**config.mk**
```make
export PLATFORM = sky130hd
export DESIGN_NAME = task_ready_queue_scheduler
export DESIGN_NICKNAME = d
export VERILOG_FILES = /design/src/rtl/core/trqs_pkg.sv /design/src/rtl/core/trqs_ctrl.sv /design/src/rtl/core/trqs_dp.sv /design/src/rtl/core/task_ready_queue_scheduler.sv
export SDC_FILE = /design/constraint.sdc
export NUM_CORES = 1
export LEC_CHECK = 0
export BUFFER_PORTS_ARGS = -buffer_cell sky130_fd_sc_hd__buf_2
export CAP_MARGIN = 0
export CORE_MARGIN = 4
export CORE_UTILIZATION = 65
export CTS_CLUSTER_SIZE = 40
export DETAILED_ROUTE_END_ITERATION = 8
export PLACE_DENSITY = 0.86
export RECOVER_POWER = 50
export SLEW_MARGIN = 10
export SYNTH_ARGS = -nofsm -noshare
export SYNTH_HDL_FRONTEND = slang
export SYNTH_HIERARCHICAL = 1
export SYNTH_SLANG_ARGS = --single-unit
```
**constraint.sdc**
```tcl
create_clock -name clk -period 8.4 [get_ports clk]
set_input_delay 0.42 -clock clk [delete_from_list [all_inputs] [get_ports clk]]
set_output_delay 0.42 -clock clk [all_outputs]
set_load 0.01 [all_outputs]
```
**src/rtl/core/trqs_pkg.sv**
```systemverilog
package trqs_pkg;

	// request codes
	localparam logic [2:0] REQ_SPAWN     = 3'd0;
	localparam logic [2:0] REQ_WAKE      = 3'd1;
	localparam logic [2:0] REQ_ABORT     = 3'd2;
	localparam logic [2:0] REQ_DISPATCH  = 3'd3;
	localparam logic [2:0] REQ_POLL_DONE = 3'd4;

	// result status codes
	localparam logic [1:0] STATUS_OK    = 2'd0;
	localparam logic [1:0] STATUS_FAIL  = 2'd1;
	localparam logic [1:0] STATUS_EMPTY = 2'd2;

	// dispatch kinds
	localparam logic [1:0] KIND_NONE   = 2'd0;
	localparam logic [1:0] KIND_POLL   = 2'd1;
	localparam logic [1:0] KIND_CANCEL = 2'd2;

	localparam logic [15:0] POLLS_MAX = 16'hFFFF;

	// sequencer states
	typedef enum logic [5:0] {
		ST_IDLE = 6'b000001,
		ST_EXEC = 6'b000010,
		ST_POP  = 6'b000100,
		ST_SKIP = 6'b001000,
		ST_PRD  = 6'b010000,
		ST_PUPD = 6'b100000
	} state_t;

	// controller to datapath
	typedef struct packed {
		logic load;
		logic exec;
		logic pop;
		logic poll_upd;
	} cmd_t;

	// datapath to controller
	typedef struct packed {
		logic is_disp;
		logic ring_empty;
		logic head_done;
	} stat_t;

endpackage

```
**src/rtl/core/trqs_ctrl.sv**
```systemverilog
module trqs_ctrl (
	input  logic             clk,
	input  logic             arst_n,
	input  logic             start,
	input  trqs_pkg::stat_t  stat,
	output trqs_pkg::cmd_t   cmd,
	output logic             busy,
	output logic             done
);

	trqs_pkg::state_t state_q;
	trqs_pkg::state_t state_nx;
	logic             done_q;
	logic             fin;

	// next state and finish detection
	always_comb begin
		state_nx = state_q;
		fin      = 1'b0;
		case (state_q)
			trqs_pkg::ST_IDLE: begin
				if (start) state_nx = trqs_pkg::ST_EXEC;
			end
			trqs_pkg::ST_EXEC: begin
				if (stat.is_disp) begin
					state_nx = trqs_pkg::ST_POP;
				end else begin
					state_nx = trqs_pkg::ST_IDLE;
					fin      = 1'b1;
				end
			end
			trqs_pkg::ST_POP: begin
				if (stat.ring_empty) begin
					state_nx = trqs_pkg::ST_IDLE;
					fin      = 1'b1;
				end else if (stat.head_done) begin
					state_nx = trqs_pkg::ST_SKIP;
				end else begin
					state_nx = trqs_pkg::ST_PRD;
				end
			end
			trqs_pkg::ST_SKIP: state_nx = trqs_pkg::ST_POP;
			trqs_pkg::ST_PRD:  state_nx = trqs_pkg::ST_PUPD;
			trqs_pkg::ST_PUPD: begin
				state_nx = trqs_pkg::ST_IDLE;
				fin      = 1'b1;
			end
			default: begin
				state_nx = trqs_pkg::ST_IDLE;
			end
		endcase
	end

	// state and result strobe
	always_ff @(posedge clk or negedge arst_n) begin
		if (!arst_n) begin
			state_q <= trqs_pkg::ST_IDLE;
			done_q  <= 1'b0;
		end else begin
			state_q <= state_nx;
			done_q  <= fin;
		end
	end

	// commands
	assign cmd.load     = (state_q == trqs_pkg::ST_IDLE) && start;
	assign cmd.exec     = (state_q == trqs_pkg::ST_EXEC);
	assign cmd.pop      = (state_q == trqs_pkg::ST_POP);
	assign cmd.poll_upd = (state_q == trqs_pkg::ST_PUPD);

	assign busy = (state_q != trqs_pkg::ST_IDLE);
	assign done = done_q;

`ifndef SYNTHESIS
	a_done_idle: assert property (@(posedge clk) disable iff (!arst_n)
		done_q |-> (state_q == trqs_pkg::ST_IDLE))
		else $error("result strobe while busy");

	a_empty_finish: assert property (@(posedge clk) disable iff (!arst_n)
		((state_q == trqs_pkg::ST_POP) && stat.ring_empty) |=> done_q)
		else $error("empty dispatch gave no result");

	a_exec_entry: assert property (@(posedge clk) disable iff (!arst_n)
		(state_q == trqs_pkg::ST_EXEC) |-> ($past(state_q) == trqs_pkg::ST_IDLE))
		else $error("request executed without acceptance");
`endif

endmodule

```
**src/rtl/core/trqs_dp.sv**
```systemverilog
module trqs_dp #(
	parameter int TASK_SLOTS = 16
) (
	input  logic             clk,
	input  logic             arst_n,
	input  trqs_pkg::cmd_t   cmd,
	output trqs_pkg::stat_t  stat,
	input  logic [2:0]       req_type,
	input  logic [3:0]       task_id,
	input  logic             poll_ready,
	output logic [1:0]       status,
	output logic [1:0]       dispatch_kind,
	output logic [3:0]       dispatched_task,
	output logic [15:0]      task_polls,
	output logic [4:0]       ready_count,
	output logic [4:0]       active_count,
	output logic             overflowed
);

	localparam int IW = $clog2(TASK_SLOTS);
	localparam int CW = $clog2(TASK_SLOTS + 1);
	localparam int XW = (IW > 4) ? IW : 4;
	localparam logic [CW-1:0] SLOTS_C = CW'(TASK_SLOTS);
	localparam logic [IW-1:0] LAST_C  = IW'(TASK_SLOTS - 1);

	// captured request
	logic [2:0] req_q;
	logic [3:0] id_q;
	logic       pready_q;

	// ring and per-slot state
	logic [IW-1:0]         ring_mem [TASK_SLOTS];
	logic [IW-1:0]         rd_q;
	logic [IW-1:0]         head_q;
	logic [CW-1:0]         len_q;
	logic [CW-1:0]         live_q;
	logic                  ovf_q;
	logic [TASK_SLOTS-1:0] queued_q;
	logic [TASK_SLOTS-1:0] sdone_q;
	logic [TASK_SLOTS-1:0] cancel_q;
	logic [15:0]           polls_mem [TASK_SLOTS];
	logic [15:0]           polls_rd_q;
	logic [IW-1:0]         chosen_q;
	logic [1:0]            kind_q;

	// result registers
	logic [1:0]    res_status_q;
	logic [1:0]    res_kind_q;
	logic [IW-1:0] res_task_q;
	logic [15:0]   res_polls_q;

	logic [XW-1:0] id_x;
	logic          slot_ok;
	logic [IW-1:0] slot;
	logic          sd;
	logic          sq;
	logic          ring_full;
	logic [CW:0]   wsum;
	logic [CW:0]   wsum_wrap;
	logic [IW-1:0] waddr;
	logic          do_exec;
	logic [1:0]    ex_status;
	logic          ex_spawn;
	logic          ex_push;
	logic          ex_ovf;
	logic          ex_abort;
	logic          ex_retire;
	logic          pop_take;
	logic          pop_hit;
	logic          pop_cancel;
	logic [15:0]   polls_inc;

	// slot decode and ring write address
	assign id_x      = XW'(id_q);
	assign slot_ok   = {1'b0, id_x} < (XW+1)'(TASK_SLOTS);
	assign slot      = id_x[IW-1:0];
	assign sd        = sdone_q[slot];
	assign sq        = queued_q[slot];
	assign ring_full = (len_q >= SLOTS_C);
	assign wsum      = (CW+1)'(head_q) + (CW+1)'(len_q);
	assign wsum_wrap = (wsum >= (CW+1)'(TASK_SLOTS)) ? (wsum - (CW+1)'(TASK_SLOTS)) : wsum;
	assign waddr     = wsum_wrap[IW-1:0];
	assign do_exec   = cmd.exec && (req_q != trqs_pkg::REQ_DISPATCH);

	// non-dispatch request decision
	always_comb begin
		ex_status = trqs_pkg::STATUS_OK;
		ex_spawn  = 1'b0;
		ex_push   = 1'b0;
		ex_ovf    = 1'b0;
		ex_abort  = 1'b0;
		ex_retire = 1'b0;
		if (req_q > trqs_pkg::REQ_POLL_DONE || !slot_ok) begin
			ex_status = trqs_pkg::STATUS_FAIL;
		end else begin
			case (req_q)
				trqs_pkg::REQ_SPAWN: begin
					if (!sd || live_q >= SLOTS_C) begin
						ex_status = trqs_pkg::STATUS_FAIL;
					end else if (!sq && ring_full) begin
						ex_ovf    = 1'b1;
						ex_status = trqs_pkg::STATUS_FAIL;
					end else begin
						ex_spawn = 1'b1;
						ex_push  = !sq;
					end
				end
				trqs_pkg::REQ_WAKE: begin
					if (!sd && !sq) begin
						if (ring_full) begin
							ex_ovf    = 1'b1;
							ex_status = trqs_pkg::STATUS_FAIL;
						end else begin
							ex_push = 1'b1;
						end
					end
				end
				trqs_pkg::REQ_ABORT: begin
					if (!sd) begin
						ex_abort = 1'b1;
						if (!sq) begin
							if (ring_full) begin
								ex_ovf    = 1'b1;
								ex_status = trqs_pkg::STATUS_FAIL;
							end else begin
								ex_push = 1'b1;
							end
						end
					end
				end
				trqs_pkg::REQ_POLL_DONE: begin
					if (sd) ex_status = trqs_pkg::STATUS_FAIL;
					else if (pready_q) ex_retire = 1'b1;
				end
				default: begin
					ex_status = trqs_pkg::STATUS_FAIL;
				end
			endcase
		end
	end

	// dispatch pop step
	assign pop_take   = cmd.pop && (len_q != '0);
	assign pop_hit    = pop_take && !sdone_q[rd_q];
	assign pop_cancel = pop_hit && cancel_q[rd_q];
	assign polls_inc  = (polls_rd_q == trqs_pkg::POLLS_MAX) ? polls_rd_q : polls_rd_q + 16'd1;

	// control state
	always_ff @(posedge clk or negedge arst_n) begin
		if (!arst_n) begin
			head_q   <= '0;
			len_q    <= '0;
			live_q   <= '0;
			ovf_q    <= 1'b0;
			queued_q <= '0;
			sdone_q  <= '1;
			cancel_q <= '0;
		end else begin
			if (do_exec) begin
				if (ex_ovf) ovf_q <= 1'b1;
				if (ex_spawn) begin
					sdone_q[slot]  <= 1'b0;
					cancel_q[slot] <= 1'b0;
					live_q         <= live_q + CW'(1);
				end
				if (ex_abort) cancel_q[slot] <= 1'b1;
				if (ex_push) begin
					len_q          <= len_q + CW'(1);
					queued_q[slot] <= 1'b1;
				end
				if (ex_retire) begin
					sdone_q[slot] <= 1'b1;
					if (live_q != '0) live_q <= live_q - CW'(1);
				end
			end
			if (pop_take) begin
				head_q         <= (head_q == LAST_C) ? '0 : head_q + IW'(1);
				len_q          <= len_q - CW'(1);
				queued_q[rd_q] <= 1'b0;
				if (pop_cancel) begin
					sdone_q[rd_q] <= 1'b1;
					if (live_q != '0) live_q <= live_q - CW'(1);
				end
			end
		end
	end

	// request capture, memories and results
	always_ff @(posedge clk) begin
		if (cmd.load) begin
			req_q    <= req_type;
			id_q     <= task_id;
			pready_q <= poll_ready;
		end
		rd_q <= ring_mem[head_q];
		if (do_exec && ex_push) ring_mem[waddr] <= slot;
		polls_rd_q <= polls_mem[chosen_q];
		if (do_exec && ex_spawn) begin
			polls_mem[slot] <= '0;
		end else if (cmd.poll_upd && kind_q == trqs_pkg::KIND_POLL) begin
			polls_mem[chosen_q] <= polls_inc;
		end
		if (pop_hit) begin
			chosen_q <= rd_q;
			kind_q   <= cancel_q[rd_q] ? trqs_pkg::KIND_CANCEL : trqs_pkg::KIND_POLL;
		end
		if (do_exec) begin
			res_status_q <= ex_status;
			res_kind_q   <= trqs_pkg::KIND_NONE;
			res_task_q   <= '0;
			res_polls_q  <= '0;
		end else if (cmd.pop && len_q == '0) begin
			res_status_q <= trqs_pkg::STATUS_EMPTY;
			res_kind_q   <= trqs_pkg::KIND_NONE;
			res_task_q   <= '0;
			res_polls_q  <= '0;
		end else if (cmd.poll_upd) begin
			res_status_q <= trqs_pkg::STATUS_OK;
			res_kind_q   <= kind_q;
			res_task_q   <= chosen_q;
			res_polls_q  <= (kind_q == trqs_pkg::KIND_POLL) ? polls_inc : polls_rd_q;
		end
	end

	// status to controller
	assign stat.is_disp    = (req_q == trqs_pkg::REQ_DISPATCH);
	assign stat.ring_empty = (len_q == '0);
	assign stat.head_done  = sdone_q[rd_q];

	assign status          = res_status_q;
	assign dispatch_kind   = res_kind_q;
	assign dispatched_task = 4'(res_task_q);
	assign task_polls      = res_polls_q;
	assign ready_count     = 5'(len_q);
	assign active_count    = 5'(live_q);
	assign overflowed      = ovf_q;

`ifndef SYNTHESIS
	a_len_bound: assert property (@(posedge clk) disable iff (!arst_n)
		len_q <= SLOTS_C)
		else $error("ring length beyond capacity");

	a_live_bound: assert property (@(posedge clk) disable iff (!arst_n)
		live_q <= SLOTS_C)
		else $error("live count beyond capacity");

	a_queued_match: assert property (@(posedge clk) disable iff (!arst_n)
		$countones(queued_q) == int'(len_q))
		else $error("queued flags disagree with ring length");
`endif

endmodule

```
**src/rtl/core/task_ready_queue_scheduler.sv**
```systemverilog
// Wake, spawn, abort and poll done pass through EXEC, which writes their result registers.
// Dispatch runs EXEC and POP, then SKIP and POP per completed entry skipped, then PRD and
// PUPD; an empty ring ends it at POP. Each skip is one ring read plus one pop step.
// A request is accepted only while idle, dispatch included; the next request can be
// accepted in the cycle its predecessor's result is shown. The receiver cannot stall.
// Reset: arst_n clears the ring pointers, counts, overflow and slot flags at once.
module task_ready_queue_scheduler #(
	parameter int TASK_SLOTS = 16
) (
	input  logic        clk,
	input  logic        arst_n,
	input  logic        start,
	output logic        busy,
	input  logic [2:0]  req_type,
	input  logic [3:0]  task_id,
	input  logic        poll_ready,
	output logic        done,
	output logic [1:0]  status,
	output logic [1:0]  dispatch_kind,
	output logic [3:0]  dispatched_task,
	output logic [15:0] task_polls,
	output logic [4:0]  ready_count,
	output logic [4:0]  active_count,
	output logic        overflowed
);

	trqs_pkg::cmd_t  cmd;
	trqs_pkg::stat_t stat;

	// sequencer
	trqs_ctrl u_ctrl (
		.clk    (clk),
		.arst_n (arst_n),
		.start  (start),
		.stat   (stat),
		.cmd    (cmd),
		.busy   (busy),
		.done   (done)
	);

	// ring, slot flags and poll counters
	trqs_dp #(
		.TASK_SLOTS (TASK_SLOTS)
	) u_dp (
		.clk             (clk),
		.arst_n          (arst_n),
		.cmd             (cmd),
		.stat            (stat),
		.req_type        (req_type),
		.task_id         (task_id),
		.poll_ready      (poll_ready),
		.status          (status),
		.dispatch_kind   (dispatch_kind),
		.dispatched_task (dispatched_task),
		.task_polls      (task_polls),
		.ready_count     (ready_count),
		.active_count    (active_count),
		.overflowed      (overflowed)
	);

endmodule

```
==> metrics.yaml <==
synthesis:
  postSynthCellCount: 1170
  yosysWarnings: 6
  synth_edf_count: 336
  yosys.cell_types.count: 75
  syn_area_per_cell_um2: 16.2
  async_reset_ff_share_pct: 15.6
  ys_seq_area_share_pct: 67.1
  ys_ff_latch: 448
  synth_flop_cell: "edfxtp_1"
  synth.cell_area_um2: 18900
  syn-num-nets: 1193
timing:
  setup_viol: 0
  post-route-min-period_ns: 5.74
  period_share_pct: 68.3
  rsz0062_at_grt: "false"
  hold_violations: 0
  tns_ns: 0
  hold_ws_ns: 0.0527
  tightest_slew_ns: 3.75
  fmax_mhz: 174
  maxSlewViolCount: 224
  fin_skew_ns: 0.0243
  max_slew_margin_pct: -150
setup_path:
  cp.arrival_ns: 5.90
  worst_path_max_delay_cell: "clkbuf_1"
  cp_slowest_stage_delay_ns: 1.48
  crit_fanout: 37
  end_kind: "flop"
  cp.required_ns: 8.56
  worst_setup_path_start_kind: "flop"
  worstPathCellList: "clkbuf_1, mux2i_1, mux4_2, a22o_1, a211oi_4, or2_2, a21oi_1, nor2_2"
  criticalPathCategory: "flop to flop"
placed_design:
  io_buffers: 47
  placed_cell_area_um2: 19500
  placed_cells: 1544
  hpwl_mm: 27.9
  place.gp.congestion: 0.927
final_layout:
  drive_gt1_share_pct: 19.6
  syn_to_final_growth_pct: 9.34
  layout_common_cells: "336 x edfxtp_1, 112 x mux4_2, 76 x nor2_1"
  final_cells: 1620
  diodes: 0
  regArea_um2: 12700
  nets: 1228
  fillCellCount: 1665
  final_cell_area_um2: 20700
  final_common_cell: "edfxtp_1"
  multi_input_area_um2: 5910
floorplan:
  chipWidth_um: 179
  core.rowCount: 62
  ios: 48
  core_um2: 28700
  die_h_um: 179
  start_util_pct: 65.9
  die_area_um2: 31900
global_routing:
  grt-ovfl-total: 0
  grt_usage_pct: 30.0
  grt_max_degree: 71
  grt_first_pass_wirelength_mm: 70.8
  antenna_found_initial: 0
  grt_pass1_vias: 11200
clock_network:
  root_buffer: "clkbuf_16"
  cts_resized: 0
  clk_pin_slew_ns: 0.06
  clk-insertion-delay-late_ns: 0.55
  holdBufCountCts: 0
  htreeDepth: 2
  clk_path_buf_depth: 3
  clock-sinks: 448
  post_cts_buffers: 0
  cts_tree: "yes"
  cts_buffers: 42
detailed_routing:
  drtPass1Iterations: 7
  met3WireLength_mm: 5.92
  met2_wirelength_mm: 21.5
  drt-total-wl_mm: 46.6
  drtAntennaViolNets: 0
  top_layer: "met4"
  vias: 11500
  drc: 0
  routed_via_density: 7.09
  routedWlPerCell_um: 28.7
  drtIter0Drc: 1836
  met1_length_mm: 17.2
min_path:
  hp-class: "input port to flop"
job:
  max_cap_viol_count: 5
power:
  p_leak_nw: 6.27
  peakVddDrop_mv: 0.146
  p_per_area_nw_per_um2: 232
status:
  violations: "capacitance limit, slew limit"
  status: "finished, violations left"
## critical path, delay by kind of cell (launching register included)
kind	cells	cell delay, ns
AND/OR/NAND/NOR	2	1.35
AO/OA/AOI/OAI	3	1.25
multiplexers	2	0.94
buffers and inverters	1	1.48
flip-flops	1	0.32
## cells in the mapped netlist, drive strengths merged, types with 7 or more instances
cell | n | area share [%]
ha | 10 | 0.66
a211oi | 13 | 0.58
a31oi | 11 | 0.36
nor3 | 11 | 0.29
dfxtp | 42 | 4.4
nand3 | 19 | 0.56
o21ai | 48 | 1.3
mux4 | 112 | 13
and3 | 11 | 0.38
edfxtp | 336 | 53
nand2 | 72 | 1.4
inv | 19 | 0.38
nand4 | 10 | 0.33
dfstp | 17 | 2.4
nor2 | 89 | 1.8
a22oi | 7 | 0.35
dfrtp | 53 | 7.0
a32oi | 16 | 0.74
buf | 20 | 0.56
mux2 | 11 | 0.65
clkbuf | 50 | 0.99
mux2i | 30 | 1.6
xnor2 | 18 | 0.83
nand2b | 11 | 0.36
a21oi | 34 | 0.90
and2 | 13 | 0.44
xor2 | 15 | 0.69
nor2b | 11 | 0.36
## metrics by stage
stage / worst slack, ns / util, % / total power, mW
detailed placement: 3.75 / 68.1 / 3.07
floorplan: 4.35 / - / 2.91
global placement: 3.88 / 68.1 / 3.04
finish: 2.66 / 72.1 / 4.80
CTS: 3.63 / 72.5 / 4.81
global route: 1.82 / 72.1 / 4.97
## cell type report
cell class                 instances  area share, %
tap                              384           2.32
multi-input combinational        633           28.6
inverter                          19          0.345
timing repair buffer              61           1.31
sequential                       448           61.4
clock buffer                      56           5.43
clock inverter                    19          0.629
## cells by family after synthesis
group	after synthesis	share of synthesized area, %
simple gates	274	7.17
mux	153	15.6
compound gates	160	5.76
fa+ha+maj	13	0.926
xor+xnor	33	1.53
buf+inv	89	1.93
flops	448	67.1
## where the power goes
part	internal [mW]	switching, mW	total (mW)
logic	0.186	0.300	0.486
clock network	0.973	0.791	1.76
registers	2.46	0.0979	2.55
## path summary, 6_finish.rpt
check                      slack (ns)                   startpoint                             end  depth (start not counted)
setup / recovery                 2.66       u_dp/id_q[0]$_DFFE_PP_  u_dp/polls_mem[9][5]$_DFFE_PP_                          8
hold / removal                   0.05                   poll_ready         u_dp/pready_q$_DFFE_PP_                          1
setup reg to reg                 2.66       u_dp/id_q[0]$_DFFE_PP_  u_dp/polls_mem[9][5]$_DFFE_PP_                          8
hold reg to reg                  0.48  u_dp/overflowed$_DFFE_PN0P_     u_dp/overflowed$_DFFE_PN0P_                          1
max in group asynchronous        5.02                       arst_n      u_dp/queued_q[5]$_DFF_PN0_                          2
min in group asynchronous        1.28                       arst_n   u_ctrl/state_q[5]$_DFFE_PN0P_                          2
## registers in the layout (all words and copies together), names as in the netlist
| signal | flops |
|---|---|
| u_dp/polls_mem | 256 |
| u_dp/ring_mem | 64 |
| u_dp/cancel_q | 16 |
| u_dp/polls_rd_q | 16 |
| u_dp/queued_q | 16 |
| u_dp/sdone_q | 16 |
| u_dp/task_polls | 16 |
| u_ctrl/state_q | 6 |
| u_dp/active_count | 5 |
| u_dp/ready_count | 5 |
| u_dp/chosen_q | 4 |
| u_dp/dispatched_task | 4 |
| u_dp/head_q | 4 |
| u_dp/id_q | 4 |
| u_dp/rd_q | 4 |
| u_dp/req_q | 3 |
| u_dp/dispatch_kind | 2 |
| u_dp/kind_q | 2 |
| u_dp/status | 2 |
| u_ctrl/done | 1 |
| u_dp/overflowed | 1 |
| u_dp/pready_q | 1 |
## per-layer routing
layer  track usage [%]  up-vias
li1                  -     4654
met4              10.2        0
met3              6.74      182
met5                 0        -
met2              44.7      958
met1              45.0     5688
(Power assumes the default switching activity.)
